`src/uvs_pkg.sv`:
```
`timescale 1ns / 1ps
`default_nettype none

package uvs_pkg;

	// defaults for the top level parameters
	localparam int MAX_DIVISIONS_DEF = 1024;
	localparam int FRAC_BITS_DEF     = 15;

	// field widths
	localparam int CNT_W     = 11;
	localparam int IDX_W     = 10;
	localparam int OUT_W     = 16;
	localparam int SLOT_W    = 3;
	localparam int REG_IDX_W = 2;

	// register indexes
	localparam logic [REG_IDX_W-1:0] REG_LONGITUDE = 2'd0;
	localparam logic [REG_IDX_W-1:0] REG_LATITUDE  = 2'd1;

	localparam int LON_RESET = 32;
	localparam int LAT_RESET = 16;

	localparam logic [SLOT_W-1:0] LAST_SLOT = 3'd5;

	localparam int QUEUE_DEPTH = 2;

	// quotient of a * 2^33 / d with a <= d
	localparam int DIV_QBITS = 34;
	localparam int PHASE_W   = 32;

	// rotation unit, Q4.30 datapath
	localparam int CORDIC_STEPS = 30;
	localparam int CW           = 34;
	localparam int FIX_FRAC     = 30;
	localparam logic signed [CW-1:0] CORDIC_GAIN = 34'sd652032874;

	localparam logic [1:0] QUAD_0 = 2'd0;
	localparam logic [1:0] QUAD_1 = 2'd1;
	localparam logic [1:0] QUAD_2 = 2'd2;
	localparam logic [1:0] QUAD_3 = 2'd3;

	typedef struct packed {
		logic [CNT_W-1:0] lon;
		logic [CNT_W-1:0] lat;
	} grid_cfg_t;

	typedef struct packed {
		logic [IDX_W-1:0] column;
		logic [IDX_W-1:0] row;
		logic             err;
	} cell_req_t;

	typedef struct packed {
		logic empty;
		logic full;
	} queue_status_t;

	typedef struct packed {
		logic [SLOT_W-1:0] slot;
		logic              last;
		logic              err;
	} vtx_meta_t;

	// arctangent of 2^-i in phase units (2^32 = one turn)
	function automatic logic signed [CW-1:0] atan_step(input int i);
		logic signed [CW-1:0] a;
		unique case (i)
			0:  a = 34'sd536870912;
			1:  a = 34'sd316933406;
			2:  a = 34'sd167458907;
			3:  a = 34'sd85004756;
			4:  a = 34'sd42667331;
			5:  a = 34'sd21354465;
			6:  a = 34'sd10679838;
			7:  a = 34'sd5340245;
			8:  a = 34'sd2670163;
			9:  a = 34'sd1335087;
			10: a = 34'sd667544;
			11: a = 34'sd333772;
			12: a = 34'sd166886;
			13: a = 34'sd83443;
			14: a = 34'sd41722;
			15: a = 34'sd20861;
			16: a = 34'sd10430;
			17: a = 34'sd5215;
			18: a = 34'sd2608;
			19: a = 34'sd1304;
			20: a = 34'sd652;
			21: a = 34'sd326;
			22: a = 34'sd163;
			23: a = 34'sd81;
			24: a = 34'sd41;
			25: a = 34'sd20;
			26: a = 34'sd10;
			27: a = 34'sd5;
			28: a = 34'sd3;
			29: a = 34'sd1;
			default: a = '0;
		endcase
		return a;
	endfunction

	// next column used by this vertex
	function automatic logic slot_du(input logic [SLOT_W-1:0] s);
		logic r;
		unique case (s) inside
			3'd2, 3'd4, 3'd5: r = 1'b1;
			default:          r = 1'b0;
		endcase
		return r;
	endfunction

	// next row used by this vertex
	function automatic logic slot_dv(input logic [SLOT_W-1:0] s);
		logic r;
		unique case (s) inside
			3'd1, 3'd2, 3'd4: r = 1'b1;
			default:          r = 1'b0;
		endcase
		return r;
	endfunction

endpackage

`default_nettype wire

```
`src/uvs_fifo.sv`:
```
`timescale 1ns / 1ps
`default_nettype none

module uvs_fifo (
	input  logic                   clk,
	input  logic                   arst_n,
	input  logic                   push,
	input  uvs_pkg::cell_req_t     wdata,
	input  logic                   pop,
	output uvs_pkg::cell_req_t     rdata,
	output uvs_pkg::queue_status_t status
);
	import uvs_pkg::*;

	localparam int PTR_W = $clog2(QUEUE_DEPTH);

	cell_req_t        mem_q [QUEUE_DEPTH];
	logic [PTR_W-1:0] wr_ptr_q, rd_ptr_q;
	logic [PTR_W:0]   count_q;
	logic             do_push, do_pop;

	assign status.empty = (count_q == '0);
	assign status.full  = (count_q == (PTR_W+1)'(QUEUE_DEPTH));
	assign do_push      = push && !status.full;
	assign do_pop       = pop && !status.empty;
	assign rdata        = mem_q[rd_ptr_q];

	always_ff @(posedge clk or negedge arst_n) begin
		if (!arst_n) begin
			wr_ptr_q <= '0;
			rd_ptr_q <= '0;
			count_q  <= '0;
		end else begin
			if (do_push) wr_ptr_q <= wr_ptr_q + PTR_W'(1);
			if (do_pop)  rd_ptr_q <= rd_ptr_q + PTR_W'(1);
			case ({do_push, do_pop})
				2'b10:   count_q <= count_q + (PTR_W+1)'(1);
				2'b01:   count_q <= count_q - (PTR_W+1)'(1);
				default: count_q <= count_q;
			endcase
		end
	end

	always_ff @(posedge clk) begin
		if (do_push) mem_q[wr_ptr_q] <= wdata;
	end

endmodule

`default_nettype wire

```
`config.mk`:
```
export PLATFORM = sky130hd
export DESIGN_NAME = uvs_fifo
export DESIGN_NICKNAME = d
export VERILOG_FILES = /design/src/uvs_pkg.sv /design/src/uvs_fifo.sv
export SDC_FILE = /design/constraint.sdc
export NUM_CORES = 1
export LEC_CHECK = 0
export BUFFER_PORTS_ARGS = -buffer_cell sky130_fd_sc_hd__buf_2
export CAP_MARGIN = 20
export CORE_MARGIN = 8
export CORE_UTILIZATION = 50
export DETAILED_ROUTE_END_ITERATION = 8
export GPL_ROUTABILITY_DRIVEN = 0
export GPL_TIMING_DRIVEN = 0
export PLACE_DENSITY = 0.85
export SLEW_MARGIN = 25
export SYNTH_ARGS = -nofsm -noshare
export SYNTH_HDL_FRONTEND = slang
export SYNTH_SLANG_ARGS = --single-unit
```
`constraint.sdc`:
```
create_clock -name clk -period 2.46 [get_ports clk]
set_input_delay 0.246 -clock clk [delete_from_list [all_inputs] [get_ports clk]]
set_output_delay 0.246 -clock clk [all_outputs]
set_load 0.02 [all_outputs]
```
# [After elaboration in Yosys (flattened, before gate mapping)]
# Memories as Yosys holds them, arrays and structs flattened.
# Index checks and enable logic that the tools add are counted.
# W data, S select, Z words.
[word_totals] regBits=4 ram_bits=42 inputBits=25 out_inout_bits=23 memories=1
[op_classes] n_addsub=4 eq_ne=3 n_mux=3 n_reduce_logical=6
[mem_list] memory="mem_q" words=2 width=21 rd=1 rd_clocked_by_memory_dff=0 wr=1 line="uvs_fifo.sv:17" rtl="cell_req_t mem_q [QUEUE_DEPTH];"
[op_table] operator="$eq A2 B2 Y1 const B" count=2
[op_table] operator="$pmux W2 S2" count=1
[op_table] operator="$add A1 B1 Y1 const B" count=2
[op_table] operator="$add A2 B1 Y2 const B" count=1
[op_table] operator="$eq A2 B1 Y1 const B" count=1
[op_table] operator="$logic_and A1 B1 Y1" count=2
[op_table] operator="$logic_not A1 Y1" count=2
[op_table] operator="$logic_not A2 Y1" count=1
[op_table] operator="$mux W1" count=2
[op_table] operator="$reduce_bool A2 Y1" count=1
[op_table] operator="$sub A2 B1 Y2 const B" count=1

# [Depth between registers and ports, before layout]
[logic_depth] word_depth=5 depth_mapped=6 ltp_nobuf=6

# [Least setup slack after synthesis]
# OpenSTA, ideal clock, no wires.
[synth_path] kind="register to register" from="register count_q[0]" to="memory mem_q[0][0] (netlist name) (enable)" setup_time_ns=0.399 arrival_ns=1.538 t_required_ns=2.061 slack_ns=0.524 stages_incl_launch_ff=4 n_path_buf=0 synth_period_minus_slack_ns=1.936 cell_sequence="dfrtp_1 -> nand2b_1 -> nand2_1 -> nor2_1"
[synth_between] elab_chain_len=5
[synth_rtl] item="start: declaration" line="uvs_fifo.sv:19" rtl="logic [PTR_W:0] count_q;"
[synth_rtl] item="start signal: assignment" line="uvs_fifo.sv:37" rtl="2'b10: count_q <= count_q + (PTR_W+1)'(1);"
[synth_rtl] item="start signal: assignment" line="uvs_fifo.sv:38" rtl="2'b01: count_q <= count_q - (PTR_W+1)'(1);"
[synth_rtl] item="start signal: assignment" line="uvs_fifo.sv:39" rtl="default: count_q <= count_q;"
[synth_rtl] item="$eq A2 B2 Y1" line="uvs_fifo.sv:23" rtl="assign status.full = (count_q == (PTR_W+1)'(QUEUE_DEPTH));"
[synth_rtl] item="$logic_not A1 Y1" line="uvs_fifo.sv:24" rtl="assign do_push = push && !status.full;"
[synth_rtl] item="$logic_and A1 B1 Y1" line="uvs_fifo.sv:24"
[synth_rtl] item="$mux W1" line="uvs_fifo.sv:45" rtl="if (do_push) mem_q[wr_ptr_q] <= wdata;"
[synth_rtl] item="$mux W1 (not written as such)" line="uvs_fifo.sv:45"
[synth_rtl] item="end: declaration" line="uvs_fifo.sv:17"
# No other way between the ends.

# [Final worst setup path]
[layout_path] from="register count_q[0]" to="memory mem_q[1][19] (netlist name) (enable)"
# The elaborated chain is that of the path after synthesis.

==> flow_metrics.py <==
metrics = {
    "setup_path": {
        "slowest_delay_ns": 0.80,
        "crit_path_cell_trace": "nand2b_1 > and3_1",
        "cp.arrival_ns": 1.75,
        "timing_worst_setup_path_type": "flop to flop",
        "crit_path_end_kind": "flop",
        "required_ns": 2.44,
        "cp_slowest_cell": "and3_1",
        "cp-start-kind": "flop",
        "worstPathMaxFanout": 21,
    },
    "power": {
        "switchingPower_uw": 837.4,
        "sequentialPowerShare_pct": 47.4,
        "internal-power_mw": 1.588,
        "p_comb_share_pct": 38.7,
        "ir_drop_mv": 0.9681,
        "netSwitchingFraction_pct": 34.53,
        "clkPwrFrac_pct": 13.9,
        "power.total_mw": 2.425,
        "p_leak_nw": 0.8130,
        "p_per_area_mw_per_mm2": 1159,
    },
    "timing": {
        "hold_viol": 0,
        "report.final.slew_viol_count": 0,
        "fin_hold_ws_ns": 0.07039,
        "relSlewSlack_pct": 36.71,
        "setup_viol_count_final": 0,
        "setup-tns-final_ns": 0,
        "finalCriticalPeriod_ns": 1.766,
        "min_period_over_period_pct": 71.79,
        "max_freq_ghz": 0.5662,
        "rsz0062_at_grt": "no",
        "fin_skew_ns": 0.01090,
        "worst_pin_slew_ns": 0.9494,
    },
    "grt": {
        "antenna_found_initial": 0,
        "grt_pass1_vias": 987,
        "track_usage_pct": 11.47,
        "grt_pass1_wl_mm": 4.478,
        "grt-ovfl-total": 0,
        "grt_max_degree": 22,
    },
    "layout": {
        "design_area_mm2": 0.002092,
        "stdcell_count": 186,
        "final_common_cell": "buf_2",
        "diodes": 0,
        "nNetsFinal": 165,
        "layout-drive-gt1-share_pct": 57.14,
        "layout_common_cells": "buf_2 (47), edfxtp_1 (42), mux2_2 (21), clkbuf_4 (5), dfrtp_1 (4)",
        "area_growth_pct": 21.87,
    },
    "clock_tree": {
        "clockRootBuffer": "clkbuf_4",
        "htree_levels": 2,
        "cts_tree": "done",
        "clk_latency_ns": 0.35,
        "clockBufferDepth": 2,
        "clk_pin_slew_ns": 0.13,
        "cts_buffers": 5,
        "cts_sinks": 46,
    },
    "die": {
        "rows": 21,
        "die_area_mm2": 0.005564,
        "start_util_pct": 51.85,
        "core_mm2": 0.003311,
        "die_h_um": 74.60,
        "die_w_um": 74.60,
        "io_pins": 48,
    },
    "route": {
        "dr.pass1.iters": 4,
        "wl_mm": 2.908,
        "drtIter0Drc": 28,
        "drc": 0,
        "num_vias": 880,
        "avgRoutedWirePerCell_um": 15.63,
        "vias_per_cell": 4.731,
        "ant_nets": 0,
    },
    "place": {
        "place.port_buffers": 47,
        "dpl-instance-area_mm2": 0.002027,
        "dpl.cell_count": 177,
        "hpwl_mm": 2.101,
    },
    "flow_run": {
        "maxCapViolCount": 0,
    },
    "synthesis": {
        "synthCells": 83,
        "synth.avg_cell_area_um2": 20.68,
        "seq_area_frac_synth_pct": 79.30,
        "syn_nets": 109,
        "ys_warn_count": 0,
        "synth_seq_cells": 46,
        "ys_types": 13,
        "syn-cell-area_mm2": 0.001717,
    },
    "run_status": {
        "status": "complete, no violations",
    },
    "worst_hold_path": {
        "hold_path.class": "input port to flop",
    },
}
per-layer routing:
layer / global-route usage (%) / up-vias / part of all wire, %
li1: - / 426 / -
met1: 11.46 / 408 / 39
met2: 18.30 / 40 / 46
met3: 7.412 / 6 / 13
met4: 5.217 / 0 / 1.8
met5: 0 / - / 0
power by group through the flow:
stage	Clock [mW]	Sequential, mW	Combinational, mW
2_1_floorplan	0	1.15	0.671
3_3_place_gp	0	1.16	0.916
3_5_place_dp	0	1.17	0.952
4_1_cts	0.349	1.15	0.959
5_1_grt	0.378	1.17	1.02
6_report	0.338	1.15	0.937
final timing paths:
path	cells past startpoint	start	endpoint	slack, ns
setup reg to reg	2	count_q[0]	mem_q[1][19]	0.69
hold reg to reg	1	count_q[1]	count_q[1]	0.52
hold / removal	1	wdata[4]	mem_q[0][4]	0.07
max in group asynchronous	2	arst_n	count_q[1]	2.13
min in group asynchronous	2	arst_n	rd_ptr_q	0.21
setup / recovery	2	count_q[0]	mem_q[1][19]	0.69
sequential cells by signal, summed over array words and instances, names as in the netlist:
| name | flops |
|---|---|
| count_q | 2 |
| wr_ptr_q | 1 |
| mem_q | 42 |
| rd_ptr_q | 1 |
Yosys cell counts (all sizes together):
cell type  count  share of area, %
xnor2          3               1.5
and3           1              0.36
mux2          21                14
nand2          1              0.22
buf            2               1.3
nand2b         1              0.36
nor2           3              0.66
inv            1              0.22
dfrtp          4               5.8
nor2b          1              0.51
xor2           2               1.0
ha             1              0.73
edfxtp        42                73
kinds of logic after synthesis:
| logic type | synth area share [%] |
|---|---|
| multiplexers | 13.78 |
| AND/OR/NAND/NOR | 2.114 |
| flip-flops | 79.30 |
| XOR/XNOR | 2.551 |
| buffers and inverters | 1.530 |
| adder cells (fa/ha/maj) | 0.7287 |
per-stage QoR:
step	util (%)	setup WS, ns
after floorplan	-	0.5238
after global placement	60.70	0.09445
after detailed placement	61.22	0.6628
after CTS	63.19	0.6342
after global routing	63.19	0.5452
final	63.19	0.6940
worst max-delay path, delay by kind of cell (launching register included):
kind	cells	cell delay, ns
simple gates	2	0.96
flops	1	0.43
layout make-up:
type	instances	area, µm²
repair buffers	49	260.3
clock buffers	6	41.29
plain buffers	2	22.52
inverters	1	3.754
flip-flops and latches	46	1361
fillers	267	1219
multi-input cells	34	331.6
well taps	46	57.56
clock inverters	2	13.76
what timing repair did:
action                                 in CTS  in global routing
setup buffers                               0                  0
resized for setup                           0                  0
hold buffers                                1                  0
endpoints found under the hold margin       4                  0
Note: power is estimated with default switching activity, not from simulation.
