File: src/uvs_pkg.sv
`timescale 1ns / 1ps
`default_nettype none

package uvs_pkg;

	// defaults for the top level parameters
	localparam int MAX_DIVISIONS_DEF = 1024;
	localparam int FRAC_BITS_DEF     = 15;

	// field widths
	localparam int CNT_W     = 11;
	localparam int IDX_W     = 10;
	localparam int OUT_W     = 16;
	localparam int SLOT_W    = 3;
	localparam int REG_IDX_W = 2;

	// register indexes
	localparam logic [REG_IDX_W-1:0] REG_LONGITUDE = 2'd0;
	localparam logic [REG_IDX_W-1:0] REG_LATITUDE  = 2'd1;

	localparam int LON_RESET = 32;
	localparam int LAT_RESET = 16;

	localparam logic [SLOT_W-1:0] LAST_SLOT = 3'd5;

	localparam int QUEUE_DEPTH = 2;

	// quotient of a * 2^33 / d with a <= d
	localparam int DIV_QBITS = 34;
	localparam int PHASE_W   = 32;

	// rotation unit, Q4.30 datapath
	localparam int CORDIC_STEPS = 30;
	localparam int CW           = 34;
	localparam int FIX_FRAC     = 30;
	localparam logic signed [CW-1:0] CORDIC_GAIN = 34'sd652032874;

	localparam logic [1:0] QUAD_0 = 2'd0;
	localparam logic [1:0] QUAD_1 = 2'd1;
	localparam logic [1:0] QUAD_2 = 2'd2;
	localparam logic [1:0] QUAD_3 = 2'd3;

	typedef struct packed {
		logic [CNT_W-1:0] lon;
		logic [CNT_W-1:0] lat;
	} grid_cfg_t;

	typedef struct packed {
		logic [IDX_W-1:0] column;
		logic [IDX_W-1:0] row;
		logic             err;
	} cell_req_t;

	typedef struct packed {
		logic empty;
		logic full;
	} queue_status_t;

	typedef struct packed {
		logic [SLOT_W-1:0] slot;
		logic              last;
		logic              err;
	} vtx_meta_t;

	// arctangent of 2^-i in phase units (2^32 = one turn)
	function automatic logic signed [CW-1:0] atan_step(input int i);
		logic signed [CW-1:0] a;
		unique case (i)
			0:  a = 34'sd536870912;
			1:  a = 34'sd316933406;
			2:  a = 34'sd167458907;
			3:  a = 34'sd85004756;
			4:  a = 34'sd42667331;
			5:  a = 34'sd21354465;
			6:  a = 34'sd10679838;
			7:  a = 34'sd5340245;
			8:  a = 34'sd2670163;
			9:  a = 34'sd1335087;
			10: a = 34'sd667544;
			11: a = 34'sd333772;
			12: a = 34'sd166886;
			13: a = 34'sd83443;
			14: a = 34'sd41722;
			15: a = 34'sd20861;
			16: a = 34'sd10430;
			17: a = 34'sd5215;
			18: a = 34'sd2608;
			19: a = 34'sd1304;
			20: a = 34'sd652;
			21: a = 34'sd326;
			22: a = 34'sd163;
			23: a = 34'sd81;
			24: a = 34'sd41;
			25: a = 34'sd20;
			26: a = 34'sd10;
			27: a = 34'sd5;
			28: a = 34'sd3;
			29: a = 34'sd1;
			default: a = '0;
		endcase
		return a;
	endfunction

	// next column used by this vertex
	function automatic logic slot_du(input logic [SLOT_W-1:0] s);
		logic r;
		unique case (s) inside
			3'd2, 3'd4, 3'd5: r = 1'b1;
			default:          r = 1'b0;
		endcase
		return r;
	endfunction

	// next row used by this vertex
	function automatic logic slot_dv(input logic [SLOT_W-1:0] s);
		logic r;
		unique case (s) inside
			3'd1, 3'd2, 3'd4: r = 1'b1;
			default:          r = 1'b0;
		endcase
		return r;
	endfunction

endpackage

`default_nettype wire

File: src/uvs_front.sv
`timescale 1ns / 1ps
`default_nettype none

module uvs_front #(
	parameter int MAX_DIVISIONS = uvs_pkg::MAX_DIVISIONS_DEF
) (
	input  logic                           clk,
	input  logic                           arst_n,
	input  logic                           start,
	input  logic [uvs_pkg::IDX_W-1:0]      column,
	input  logic [uvs_pkg::IDX_W-1:0]      row,
	output logic                           busy,
	input  logic                           cfg_valid,
	output logic                           cfg_ready,
	input  logic [uvs_pkg::REG_IDX_W-1:0]  cfg_index,
	input  logic [uvs_pkg::CNT_W-1:0]      cfg_data,
	output uvs_pkg::grid_cfg_t             grid,
	input  uvs_pkg::queue_status_t         q_status,
	output logic                           push,
	output uvs_pkg::cell_req_t             req
);
	import uvs_pkg::*;

	localparam logic [CNT_W-1:0] LON_RST =
		(LON_RESET > MAX_DIVISIONS) ? CNT_W'(MAX_DIVISIONS) : CNT_W'(LON_RESET);
	localparam logic [CNT_W-1:0] LAT_RST =
		(LAT_RESET > MAX_DIVISIONS) ? CNT_W'(MAX_DIVISIONS) : CNT_W'(LAT_RESET);

	function automatic logic [CNT_W-1:0] sat_count(input logic [CNT_W-1:0] v);
		return (int'(v) > MAX_DIVISIONS) ? CNT_W'(MAX_DIVISIONS) : v;
	endfunction

	logic [CNT_W-1:0] lon_q, lat_q;

	assign cfg_ready = 1'b1;

	always_ff @(posedge clk or negedge arst_n) begin
		if (!arst_n) begin
			lon_q <= LON_RST;
			lat_q <= LAT_RST;
		end else if (cfg_valid && cfg_ready) begin
			unique case (cfg_index)
				REG_LONGITUDE: lon_q <= sat_count(cfg_data);
				REG_LATITUDE:  lat_q <= sat_count(cfg_data);
				default: ;
			endcase
		end
	end

	assign grid.lon = lon_q;
	assign grid.lat = lat_q;

	// classify: outside the grid still yields six (zeroed) vertices
	assign busy       = q_status.full;
	assign push       = start && !busy;
	assign req.column = column;
	assign req.row    = row;
	assign req.err    = !((CNT_W'(column) < lon_q) && (CNT_W'(row) < lat_q));

endmodule

`default_nettype wire

File: config.mk
export PLATFORM = sky130hd
export DESIGN_NAME = uvs_front
export DESIGN_NICKNAME = d
export VERILOG_FILES = /design/src/uvs_pkg.sv /design/src/uvs_front.sv
export SDC_FILE = /design/constraint.sdc
export NUM_CORES = 1
export LEC_CHECK = 0
export ABC_AREA = 0
export BUFFER_PORTS_ARGS = -buffer_cell sky130_fd_sc_hd__buf_2
export CAP_MARGIN = 20
export CORE_ASPECT_RATIO = 1.25
export CORE_MARGIN = 1
export CORE_UTILIZATION = 40
export CTS_CLUSTER_SIZE = 12
export DETAILED_ROUTE_END_ITERATION = 10
export GPL_TIMING_DRIVEN = 0
export PLACE_DENSITY_LB_ADDON = 0.15
export SLEW_MARGIN = 20
export SYNTH_ARGS = -nofsm -noshare
export SYNTH_HDL_FRONTEND = slang
export SYNTH_SLANG_ARGS = --single-unit
File: constraint.sdc
create_clock -name clk -period 1.32 [get_ports clk]
set_input_delay 0.132 -clock clk [delete_from_list [all_inputs] [get_ports clk]]
set_output_delay 0.132 -clock clk [all_outputs]
set_load 0.005 [all_outputs]
### Yosys cells after proc, flatten, opt, wreduce, memory -nomap -nowiden

Index checks and enable logic that the tools add are counted.

| word-level totals | value |
|---|---|
| output and inout bits | 46 |
| logic and storage cells | 14 |
| input bits | 39 |
| register bits | 22 |

| cells by class | value |
|---|---|
| mux-type cells | 1 |
| eq/ne operators | 1 |
| reductions and logical operators | 7 |
| order comparisons | 3 |

Operator list:

| kind | count |
|---|---|
| 10-bit by 11-bit < comparator with 1-bit output | 2 |
| 11-bit greater-than comparator, second input constant | 1 |
| 11-bit 2-to-1 mux | 1 |
| 2-bit AND reduction | 2 |
| 2-bit by 1-bit equality test with 1-bit output, second input constant | 1 |
| 1-bit logical AND | 2 |
| 1-bit logical NOT | 2 |
| 2-bit logical NOT | 1 |

### Depth between registers and ports, before layout

Gate-level depths: netlist (run 1).

| logic depth | value |
|---|---|
| word-level depth | 3 |
| gate-level depth with buffers | 7 |
| mapped depth without buffers | 7 |

### Worst setup path after synthesis (run 1)

Ideal clock, no wire load.

| path | value |
|---|---|
| kind | reg2out |
| start | register lat_q[4] |
| end | output port req[0] (netlist bit) |
| slack | -189 ps |
| path buffers | 0 |
| cell stages (with the launch flop) | 8 |
| required time | 1188 ps |
| arrival time | 1377 ps |
| path through | dfstp_2 inv_1 ha_1 a21o_1 nand3_1 a21oi_1 nor3_1 o21ai_0 |

RTL lines:

| item | line | text |
|---|---|---|
| start: declaration | uvs_front.sv:33 | `logic [CNT_W-1:0] lon_q, lat_q;` |
| start signal: assignment | uvs_front.sv:44 | `REG_LATITUDE: lat_q <= sat_count(cfg_data);` |
| end: declaration | uvs_front.sv:20 | `output uvs_pkg::cell_req_t req` |

==> results of run 1 <==
[per-layer routing]
layer | vias to the layer above | global-route usage, % | wire [um]
met5 | - | 0 | 0
met4 | 0 | 3.25 | 24
met3 | 4 | 4.26 | 237
met2 | 50 | 29.8 | 1750
met1 | 665 | 20.9 | 1450
li1 | 725 | - | -
[power by group through the flow]
stage	logic [mW]	clock network (mW)	registers, mW
2_1_floorplan	0.334	0	0.851
3_3_place_gp	0.601	0	0.857
3_5_place_dp	0.615	0	0.858
4_1_cts	0.653	0.485	0.842
5_1_grt	0.791	0.522	0.859
6_report	0.695	0.482	0.843
[repair_timing]
item / CTS / global route
hold buffers: 1 / 0
resized for setup: 6 / 10
pin swaps: 5 / 4
hold endpoints to repair: 20 / 0
setup endpoints to repair: 1 / 1
setup buffers: 2 / 1
[sequential cells by signal, indices dropped and copies added, names as in the netlist]
signal and cells:
lat_q 11, lon_q 11
[cells in the final DEF, fill, tap and decap left out, types with 2 or more instances in the layout]
master	count
nor3_2	3
a22o_1	6
nand2b_1	2
nand2_1	23
a21o_1	3
buf_4	25
clkbuf_8	4
o21ai_0	17
nor4_1	2
clkbuf_1	2
dfstp_2	2
inv_2	5
dfrtp_1	20
nor2_1	3
nand4_1	2
buf_2	83
inv_1	14
ha_4	4
a211oi_1	2
a21oi_2	4
nand4b_1	2
ha_1	14
[through the flow]
| stage | setup TNS, ns | utilization (%) | std cells |
|---|---|---|---|
| 2_1_floorplan | -0.0972 | - | 167 |
| 3_3_place_gp | -0.448 | 55.7 | 288 |
| 3_5_place_dp | -0.429 | 55.7 | 288 |
| 4_1_cts | -0.568 | 58.8 | 295 |
| 5_1_grt | -0.710 | 60.6 | 296 |
| 6_report | -0.563 | 60.6 | 296 |
[kinds of logic (layout without fill, tap and decap cells)]
logic type | count (synthesis) | in the layout | synth area share, %
adder cells (fa/ha/maj) | 18 | 18 | 15.2
other | 1 | 1 | 0.252
flip-flops | 22 | 22 | 37.2
buffers and inverters | 45 | 135 | 17.5
AND/OR/NAND/NOR | 44 | 44 | 14.7
AO/OA/AOI/OAI | 37 | 37 | 15.2
[area by class of cell]
type                    count  area, um^2  area share [%]
plain buffers              26         189            8.88
clock buffers               4        55.1            2.59
inverters                  19        71.3            3.35
multi-input cells         100         768            36.1
flip-flops and latches     22         553            26.0
well taps                  39        48.8            2.29
repair buffers             86         443            20.8
[worst min-delay path by stage]
| stage | from | to | slack, ns | cells after the start |
|---|---|---|---|---|
| floorplan | arst_n | lat_q[0] | -0.16 | 0 |
| global placement | arst_n | lat_q[8] | 0.12 | 1 |
| detailed placement | arst_n | lat_q[8] | 0.12 | 1 |
| CTS | cfg_data[6] | lat_q[6] | 0.13 | 2 |
| global route | cfg_data[7] | lat_q[7] | 0.13 | 2 |
| finish | cfg_data[7] | lon_q[7] | 0.13 | 2 |
[worst max-delay path, stage by stage, from the launching register on]
cell	delay (ns)
dfrtp_1	0.41
inv_2	0.08
ha_4	0.19
a21o_1	0.16
a21oi_2	0.14
o22ai_2	0.09
nor3_2	0.20
o21ai_1	0.09
buf_2	0.13
==> flow_summary.yaml, run 1 <==
timing:
  timing.hold.ws_ns: 0.126
  fmax_mhz: 531
  period_minus_slack_ns: 1.88
  drv_slew: 0
  rsz0062_at_grt: "yes"
  setup_ws_ns: -0.563
  setup_viol: 1
  fin_worst_skew_ns: 0
  final-hold-violation-count: 0
  fin_crit_sh_pct: 143
routing:
  ant_nets: 0
  drt_wl_total_um: 3470
  viasPerCell: 4.88
  drt_pass1_iterations: 4
  routedWlPerCell_um: 11.7
  vias: 1444
  drc_errors: 0
  drtIter0Drc: 22
setup_path:
  worstPathArrival_ns: 1.75
  crit_path_end_kind: "primary output"
  cp-endpoint: "req[0]"
  crit_fanout: 3
  cp-startpoint: "lat_q[8]"
  required_ns: 1.19
  startpoint_type: "flop"
  r2r_end: "lat_q[8]"
  timing.rr.start: "lat_q[8]"
  r2r_slack_ns: 0.47
  crit_type: "flop to primary output"
  worstRegToRegCells: 2
placed_design:
  placed_area_mm2: 0.00196
  port-buffer-count: 82
  dp_slack_ns: -0.429
  gp_congestion: 0.725
  dp.final_hpwl_um: 2800
finish:
  n_fill_cell: 322
  n_antenna_cell: 0
  final_area_mm2: 0.00213
  drive_above_1_share_pct: 52.9
  syn_to_final_growth_pct: 43.3
  nets: 315
power_and_ir_drop:
  power_frac_seq_pct: 41.7
  swShare_pct: 30.5
  pwr_density_cell_mw_per_mm2: 949
  irDropWorstVdd_uv: 990
  combinationalPowerShare_pct: 34.4
  cellLeakagePower_nw: 1.13
  internal_power_mw: 1.40
  p_switching_uw: 616
  p_total_mw: 2.02
  clock_power_share_pct: 23.9
yosys:
  synth_top_cell_by_area: "dfrtp_1"
  yosysUniqueCellTypes: 30
  ys_warn_count: 0
  yosys-top-cells-count: "nand2_1, buf_4, dfrtp_1"
  synth_most_common_cell: "nand2_1"
  synth_ff_type: "dfrtp_1"
  synth-edff-count: 0
  async_flop_share_pct: 100
  netlist.area_leader.share_pct: 33.7
  synth-seq-area-share_pct: 37.2
  synth_area_leaders: "dfrtp_1, ha_1, buf_4"
  synth_cells: 167
  syn_area_mm2: 0.00149
  syn-num-nets: 224
  avgSynthCellArea_um2: 8.89
  synth_seq_cells: 22
global_route:
  grt_overflow: 0
  grt_max_degree: 23
  track_usage_pct: 17.0
  antenna_found_initial: 0
  grt_pass1_wl_um: 5290
  grt_pass1_vias: 1245
hold_path:
  min-delay-path-class: "primary input to flop"
cts:
  cts_tree: "built"
  max-clock-path-buffers: 2
  clk_latency_ns: 0.26
  htreeDepth: 1
  root_buffer: "clkbuf_8"
  cts_buffers: 3
  cts_sinks: 22
  clkTransAtPathRegs_ns: 0.08
die:
  core_mm2: 0.00351
  die-area_mm2: 0.00396
  ios: 85
  start_util_pct: 42.3
  fp.dieW_um: 56.5
  die_y_um: 70.1
  rows: 24
outcome:
  status: "complete, but fails checks"
  violations: "negative setup slack"
job:
  cap_violations: 0
No activity file was read; power rests on OpenSTA's default activity.
==> run 2, diff against run 1 <==
--- a/config.mk
+++ b/config.mk
@@ -10,7 +10,7 @@
 export CAP_MARGIN = 20
 export CORE_ASPECT_RATIO = 1.25
 export CORE_MARGIN = 1
-export CORE_UTILIZATION = 40
+export CORE_UTILIZATION = 47
 export CTS_CLUSTER_SIZE = 12
 export DETAILED_ROUTE_END_ITERATION = 10
 export GPL_TIMING_DRIVEN = 0
==> constraint.sdc (replaced) <==
create_clock -name clk -period 2.3 [get_ports clk]
set_input_delay 0.23 -clock clk [delete_from_list [all_inputs] [get_ports clk]]
set_output_delay 0.23 -clock clk [all_outputs]
set_load 0.005 [all_outputs]
==> flow_summary.yaml, run 2 (synthesized netlist as in run 1, its figures left out) <==
placed_design:
  dp_slack_ns: 0.408
  gp_congestion: 0.737
  placed_area_mm2: 0.00194
  dp.final_hpwl_um: 2780
  place_inst: 285
  port-buffer-count: 82
finish:
  final_cell_mix: "buf_2, nand2_1, buf_4"
  postLayoutCoreUtil_pct: 66.8
  fin_cells: 290
  n_antenna_cell: 0
  nets: 312
  final_area_mm2: 0.00199
  drive_above_1_share_pct: 45.3
  syn_to_final_growth_pct: 33.8
  final_common_cell: "buf_2"
  reg.largest.list: "lat_q: 11 flops, lon_q: 11 flops"
timing:
  timing.hold.ws_ns: 0.181
  rsz0062_at_grt: "no"
  setup_viol: 0
  final-hold-violation-count: 0
  fin_worst_skew_ns: 0
  drv_slew: 0
  fmax_mhz: 456
  setup_ws_ns: 0.109
  fin_crit_sh_pct: 95.3
  fin_setup_tns_ns: 0
  period_minus_slack_ns: 2.19
die:
  fp.dieW_um: 52.3
  die-area_mm2: 0.00339
  core_mm2: 0.00297
  rows: 22
  die_y_um: 64.9
  ios: 85
  start_util_pct: 50.0
power_and_ir_drop:
  power_frac_seq_pct: 46.6
  p_total_mw: 1.03
  combinationalPowerShare_pct: 33.4
  swShare_pct: 30.3
  irDropWorstVdd_uv: 346
  pwr_density_cell_mw_per_mm2: 520
  p_switching_uw: 314
  clock_power_share_pct: 20.0
  internal_power_uw: 720
  cellLeakagePower_nw: 1.09
setup_path:
  worstPathArrival_ns: 1.96
  crit_fanout: 3
  timing.rr.start: "lat_q[4]"
  r2r_slack_ns: 1.55
  crit_type: "flop to primary output"
  required_ns: 2.07
  r2r_end: "lat_q[4]"
  cp-startpoint: "lat_q[4]"
  startpoint_type: "flop"
  crit_path_end_kind: "primary output"
  cp-endpoint: "req[0]"
  worstRegToRegCells: 2
cts:
  clkTransAtPathRegs_ns: 0.12
  post_cts_buffers: 0
  cts_sinks: 22
  cts_buffers: 3
  htreeDepth: 1
  root_buffer: "clkbuf_4"
  cts_tree: "built"
  clk_latency_ns: 0.30
  max-clock-path-buffers: 2
routing:
  viasPerCell: 4.89
  vias: 1419
  drt_wl_total_um: 3220
  drt_pass1_iterations: 4
  routedWlPerCell_um: 11.1
  drtIter0Drc: 16
  ant_nets: 0
  drc_errors: 0
global_route:
  grt_max_degree: 23
  grt_pass1_wl_um: 5220
  grt_overflow: 0
  grt_pass1_vias: 1259
  antenna_found_initial: 0
  track_usage_pct: 20.1
hold_path:
  min-delay-path-class: "primary input to flop"
job:
  cap_violations: 0
outcome:
  status: "completed"
==> run 2: power groups by stage <==
stage	clock network, mW	logic, mW	registers [mW]
floorplan	0	0.187	0.488
global placement	0	0.337	0.490
detailed placement	0	0.347	0.491
CTS	0.214	0.349	0.483
global route	0.227	0.399	0.491
finish	0.207	0.345	0.482
==> run 2: worst min-delay path by stage <==
stage	startpoint	end	slack, ns	cells past startpoint
after detailed placement	arst_n	lat_q[8]	0.22	1
after floorplan	arst_n	lat_q[0]	-0.07	0
final	cfg_data[4]	lat_q[4]	0.18	3
after global placement	arst_n	lat_q[7]	0.22	1
after CTS	cfg_data[4]	lat_q[4]	0.18	3
after global routing	cfg_data[8]	lat_q[8]	0.18	2
==> run 2: layout make-up <==
cell class	count	area [um^2]
clock buffer	4	36.3
multi-input combinational	100	672
tap	36	45.0
timing repair buffer	83	420
sequential	22	553
inverter	19	71.3
fill	290	986
buffer	26	189
==> run 2: worst max-delay path, cell delays in order (launching register included) <==
cell	delay [ns]
dfstp_2	0.56
inv_1	0.05
ha_1	0.29
a21o_1	0.16
nand3_1	0.08
a21oi_1	0.06
nor3_1	0.18
o21ai_0	0.14
buf_2	0.14
==> run 2: layer usage <==
metal,GRT usage [%],share of wire (%),vias to the layer above
met5,0,0,-
met4,3.95,0.43,0
met3,3.52,5.0,2
met2,36.6,53,40
met1,23.9,42,658
li1,-,-,719
==> run 2: repair_timing <==
item | CTS | global route
hold buffers | 1 | 0
resized for setup | 0 | 0
setup endpoints to repair | 0 | 1
endpoints found under the hold margin | 20 | 0
